$ cat src/hw/rtl/euler_xyz_vertex_rotation_unit_assert.svh
// Assertion macros for the Euler XYZ vertex rotation unit.
// No dependencies; included by erot_stage, which checks its own logic.
`ifndef EULER_XYZ_VERTEX_ROTATION_UNIT_ASSERT_SVH
`define EULER_XYZ_VERTEX_ROTATION_UNIT_ASSERT_SVH
`ifndef ASSERT_OFF
`define EROT_ASSERT(lbl, clk, rstn, prop, msg) \
  lbl: assert property (@(posedge clk) disable iff (!(rstn)) prop) else $error(msg);
`define EROT_ASSERT_NORST(lbl, clk, prop, msg) \
  lbl: assert property (@(posedge clk) prop) else $error(msg);
`else
`define EROT_ASSERT(lbl, clk, rstn, prop, msg)
`define EROT_ASSERT_NORST(lbl, clk, prop, msg)
`endif
`endif

$ cat src/hw/rtl/erot_pkg.sv
// Shared types and constants for the Euler XYZ vertex rotation unit.
// No dependencies.
package erot_pkg;

  localparam int unsigned COEF_W    = 16;
  localparam int unsigned FRAC_BITS = 14;
  localparam int unsigned ADDR_W    = 5;
  localparam int unsigned DATA_W    = 32;
  localparam int unsigned IDX_W     = 3;

  localparam logic [IDX_W-1:0] REG_COS_X = 3'd0;
  localparam logic [IDX_W-1:0] REG_SIN_X = 3'd1;
  localparam logic [IDX_W-1:0] REG_COS_Y = 3'd2;
  localparam logic [IDX_W-1:0] REG_SIN_Y = 3'd3;
  localparam logic [IDX_W-1:0] REG_COS_Z = 3'd4;
  localparam logic [IDX_W-1:0] REG_SIN_Z = 3'd5;

  localparam logic signed [COEF_W-1:0] COEF_ONE  = 16'sd16384;
  localparam logic signed [COEF_W-1:0] COEF_ZERO = 16'sd0;

  typedef struct packed {
    logic signed [COEF_W-1:0] cos_x;
    logic signed [COEF_W-1:0] sin_x;
    logic signed [COEF_W-1:0] cos_y;
    logic signed [COEF_W-1:0] sin_y;
    logic signed [COEF_W-1:0] cos_z;
    logic signed [COEF_W-1:0] sin_z;
  } erot_coef_t;

endpackage

$ cat src/hw/rtl/erot_regs.sv
// APB register file holding the sine and cosine coefficients.
// Depends on erot_pkg.
module erot_regs (
  input  logic                              clk_i,
  input  logic                              rst_ni,
  input  logic                              psel,
  input  logic                              penable,
  input  logic                              pwrite,
  input  logic [erot_pkg::ADDR_W-1:0]       paddr,
  input  logic [erot_pkg::DATA_W-1:0]       pwdata,
  output logic [erot_pkg::DATA_W-1:0]       prdata,
  output logic                              pready,
  output erot_pkg::erot_coef_t              coef_o
);

  erot_pkg::erot_coef_t               coef_q, coef_d;
  logic [erot_pkg::IDX_W-1:0]         idx;
  logic signed [erot_pkg::COEF_W-1:0] wval;
  logic signed [erot_pkg::COEF_W-1:0] rval;
  logic                               wr_en;

  assign idx    = paddr[erot_pkg::ADDR_W-1:2];
  assign wval   = pwdata[erot_pkg::COEF_W-1:0];
  assign wr_en  = psel & penable & pwrite;
  assign pready = 1'b1;
  assign coef_o = coef_q;

  always_comb begin
    coef_d = coef_q;
    if (wr_en) begin
      unique case (idx)
        erot_pkg::REG_COS_X: coef_d.cos_x = wval;
        erot_pkg::REG_SIN_X: coef_d.sin_x = wval;
        erot_pkg::REG_COS_Y: coef_d.cos_y = wval;
        erot_pkg::REG_SIN_Y: coef_d.sin_y = wval;
        erot_pkg::REG_COS_Z: coef_d.cos_z = wval;
        erot_pkg::REG_SIN_Z: coef_d.sin_z = wval;
        default: coef_d = coef_q;
      endcase
    end
  end

  always_comb begin
    unique case (idx)
      erot_pkg::REG_COS_X: rval = coef_q.cos_x;
      erot_pkg::REG_SIN_X: rval = coef_q.sin_x;
      erot_pkg::REG_COS_Y: rval = coef_q.cos_y;
      erot_pkg::REG_SIN_Y: rval = coef_q.sin_y;
      erot_pkg::REG_COS_Z: rval = coef_q.cos_z;
      erot_pkg::REG_SIN_Z: rval = coef_q.sin_z;
      default: rval = erot_pkg::COEF_ZERO;
    endcase
  end

  assign prdata = {{(erot_pkg::DATA_W-erot_pkg::COEF_W){rval[erot_pkg::COEF_W-1]}}, rval};

  always_ff @(posedge clk_i or negedge rst_ni) begin
    if (!rst_ni) begin
      coef_q.cos_x <= erot_pkg::COEF_ONE;
      coef_q.sin_x <= erot_pkg::COEF_ZERO;
      coef_q.cos_y <= erot_pkg::COEF_ONE;
      coef_q.sin_y <= erot_pkg::COEF_ZERO;
      coef_q.cos_z <= erot_pkg::COEF_ONE;
      coef_q.sin_z <= erot_pkg::COEF_ZERO;
    end else begin
      coef_q <= coef_d;
    end
  end

endmodule

$ cat config.mk
export PLATFORM = sky130hd
export DESIGN_NAME = erot_regs
export DESIGN_NICKNAME = d
export VERILOG_FILES = /design/src/hw/rtl/euler_xyz_vertex_rotation_unit_assert.svh /design/src/hw/rtl/erot_pkg.sv /design/src/hw/rtl/erot_regs.sv
export SDC_FILE = /design/constraint.sdc
export NUM_CORES = 1
export LEC_CHECK = 0
export ABC_CLOCK_PERIOD_IN_PS = 1800
export BUFFER_PORTS_ARGS = -buffer_cell sky130_fd_sc_hd__buf_2
export CORE_ASPECT_RATIO = 1.2
export CORE_MARGIN = 1.5
export CORE_UTILIZATION = 35
export CTS_BUF_LIST = sky130_fd_sc_hd__clkbuf_8 sky130_fd_sc_hd__clkbuf_16
export CTS_CLUSTER_SIZE = 30
export DETAILED_ROUTE_END_ITERATION = 10
export PLACE_DENSITY = 0.66
export SYNTH_ARGS = -nofsm -noshare
export SYNTH_HDL_FRONTEND = slang
export SYNTH_SLANG_ARGS = --single-unit
export TNS_END_PERCENT = 100
$ cat constraint.sdc
create_clock -name clk_i -period 1.8 [get_ports clk_i]
set_clock_uncertainty 0.05 [all_clocks]
set_input_delay 0.18 -clock clk_i [delete_from_list [all_inputs] [get_ports clk_i]]
set_output_delay 0.18 -clock clk_i [all_outputs]
set_load 0.05 [all_outputs]
==> results.yml <==
sta:
  hold_viol: 0
  period_share: 1.009
  rsz0062_at_grt: "yes"
  finalCriticalPeriod_ps: 1816
  finalMaxSlewViolations: 0
  max_freq_mhz: 550.7
  setup_viol_count_final: 3
  setup_ws_ps: -15.72
  timing.hold.ws_ps: 85.46
  setup_tns_ps: -44.54
setup_path:
  worstPathArrival_ps: 1590
  critical_path.endpoint_type: "output port"
  cpPeakStageDelay_ps: 400
  path_delay_family: "flip-flops"
  r2r.worst_path.cells: 2
  r2r_start: "coef_o[95]"
  crit_start: "coef_o[47]"
  timing.rr.end: "coef_o[95]"
  cp_max_fo: 9
  required_ps: 1570
  crit_buf_inv: 1
  cp-start-kind: "flop"
  reg2reg_setup_slack_ps: 840
  crit_chain: "mux2i_1 > nor2_1 > a211o_4 > buf_4"
  path_class: "flop to output port"
  cp_slowest_cell: "dfrtp_1"
clock_network:
  clk_pin_slew_ps: 60
  cts_tree: "yes"
  cts_root_buf: "clkbuf_16"
  clk_latency_ps: 330
  cts-htree-levels: 3
  cts_buffers: 9
  clk_path_buf_depth: 2
  cts.sinks: 96
yosys:
  synth_top_flop_cell: "dfrtp_1"
  syn_area_per_cell_um2: 13.91
  synth_edf_count: 0
  async_flop_share: 1.000
  synth_top_area_frac: 0.5009
  syn-num-nets: 376
  yosys.area.top_type: "dfrtp_1"
  ys_ff_latch: 96
  syn_inst: 334
  synth_cell_type_count: 30
  yosysWarnings: 0
  ys_seq_area_frac: 0.5179
  netlist_top_cells_count: "dfrtp_1, mux2_2, mux2_1, mux2i_1, buf_4"
  synthTopCellsByArea: "dfrtp_1, mux2_2, mux2_1"
  synth_area_um2: 4646
  synth_most_common_cell: "dfrtp_1"
power:
  power_switching_mw: 3.711
  power.density_nw_per_um2: 1356
  peakVddDrop_uv: 706.0
  leakagePower_nw: 3.168
  switching_share: 0.4378
  fin_total_pwr_mw: 8.475
  intPower_mw: 4.764
  pwr-share-seq: 0.345
  power_frac_comb: 0.424
  pwr-share-clk: 0.231
run_status:
  status: "finished, violations left"
  violations: "setup timing"
cells_and_area:
  multi_input_area_um2: 2110
  largest_reg_flops: 96
  regArea_um2: 2406
  fill_cells: 1157
  n_antenna_cell: 0
  syn_to_final_growth_pct: 34.50
  fin_area_um2: 6248
  drive_gt1_frac: 0.5585
  layout.nets: 533
routing:
  dr.first_iter.drc_count: 89
  wire_per_inst_um: 18.93
  firstDrtPassIters: 4
  drc_errors: 0
  vias_per_cell: 5.017
  vias: 3311
  drt-total-wl_um: 12490
  final_antenna_net_count: 0
placed_design:
  numPortBuffers: 151
  placed_area_um2: 5685
  gp_congestion: 0.7579
  post-dp-hpwl_um: 8947
floorplan:
  row_count: 45
  io_pins: 171
  die_y_um: 129.2
  die_w_um: 108.2
  core_um2: 12780
  fp.dieArea_um2: 13980
  initial_core_util: 0.3635
global_route:
  grt_pass1_wl_um: 19240
  grt_pass1_vias: 3419
  grt_start_max_net_pins: 35
  track_usage: 0.1859
  globalRouteOverflowTotal: 0
  antenna_found_initial: 1
hold_path:
  holdPathEnd: "coef_o[87]"
  hold_path_depth: 2
  hold_path_class: "primary input to flop"
  min_from: "pwdata[7]"
flow_run:
  drv_cap: 0
-- cells by family after synthesis --
| kind of cell | Yosys count | share of synthesized area |
|---|---|---|
| AOI/OAI and AO/OA | 38 | 0.05736 |
| and+or+nand+nor | 30 | 0.05171 |
| buffers and inverters | 35 | 0.05467 |
| DFF | 96 | 0.5179 |
| other | 1 | 0.0008072 |
| muxes | 134 | 0.3175 |
-- power by group through the flow --
| stage | clock network (mW) | logic [mW] | registers [mW] |
|---|---|---|---|
| final | 1.95 | 3.60 | 2.92 |
| after global routing | 2.11 | 3.76 | 2.99 |
| after CTS | 2.01 | 3.46 | 2.91 |
| after detailed placement | 0 | 3.43 | 2.95 |
| after global placement | 0 | 3.40 | 2.92 |
| after floorplan | 0 | 1.19 | 4.39 |
-- worst max path at each step --
stage | slack (ps) | end | depth (start not counted)
finish | -20 | prdata[24] | 4
global route | -80 | prdata[30] | 4
detailed placement | 50 | prdata[6] | 7
CTS | -40 | prdata[22] | 4
global placement | 80 | prdata[19] | 6
floorplan | -90 | prdata[14] | 3
-- metal layers --
metal | vias to the layer above | track usage | wire, um
met5 | - | 0 | 7
met4 | 2 | 0.06115 | 150
met3 | 12 | 0.03672 | 597
met2 | 104 | 0.3090 | 6218
met1 | 1674 | 0.2434 | 5517
li1 | 1519 | - | -
-- area by class of cell --
class                           instances  area share
Clock buffer                           12     0.04265
Clock inverter                          4    0.007209
Sequential cell                        96      0.3851
Multi-Input combinational cell        204      0.3376
Inverter                                1   0.0006007
Tap cell                              164     0.03284
Timing Repair Buffer                  179      0.1940
-- timing repair --
action / 4_1_cts / 5_1_grt
endpoints found under the hold margin: 29 / 0
endpoints found under the setup margin: 21 / 23
pin swaps: 0 / 4
resized for setup: 8 / 65
hold buffers: 1 / 0
cloned: 1 / 0
setup buffers: 0 / 3
-- through the flow --
| step | util | worst slack (ps) | cells |
|---|---|---|---|
| after floorplan | - | -90.28 | 334 |
| after detailed placement | 0.4448 | 51.24 | 639 |
| final | 0.4889 | -15.72 | 660 |
| after CTS | 0.4732 | -38.03 | 657 |
| after global routing | 0.4889 | -75.83 | 660 |
| after global placement | 0.4448 | 76.29 | 639 |
-- placed cells by master (no fill, tap or decap), types with 4 or more instances in the layout --
cell type,instances
buf_6,17
nand2_1,9
buf_2,127
a31oi_2,4
mux2_1,50
o21ai_1,7
dfrtp_1,93
o22a_1,6
buf_4,23
nor2_4,4
clkbuf_16,9
nor2_1,4
a211o_1,5
mux2i_1,25
buf_12,9
a21oi_1,6
mux2_2,56
Power figures use the tool's default switching activity.
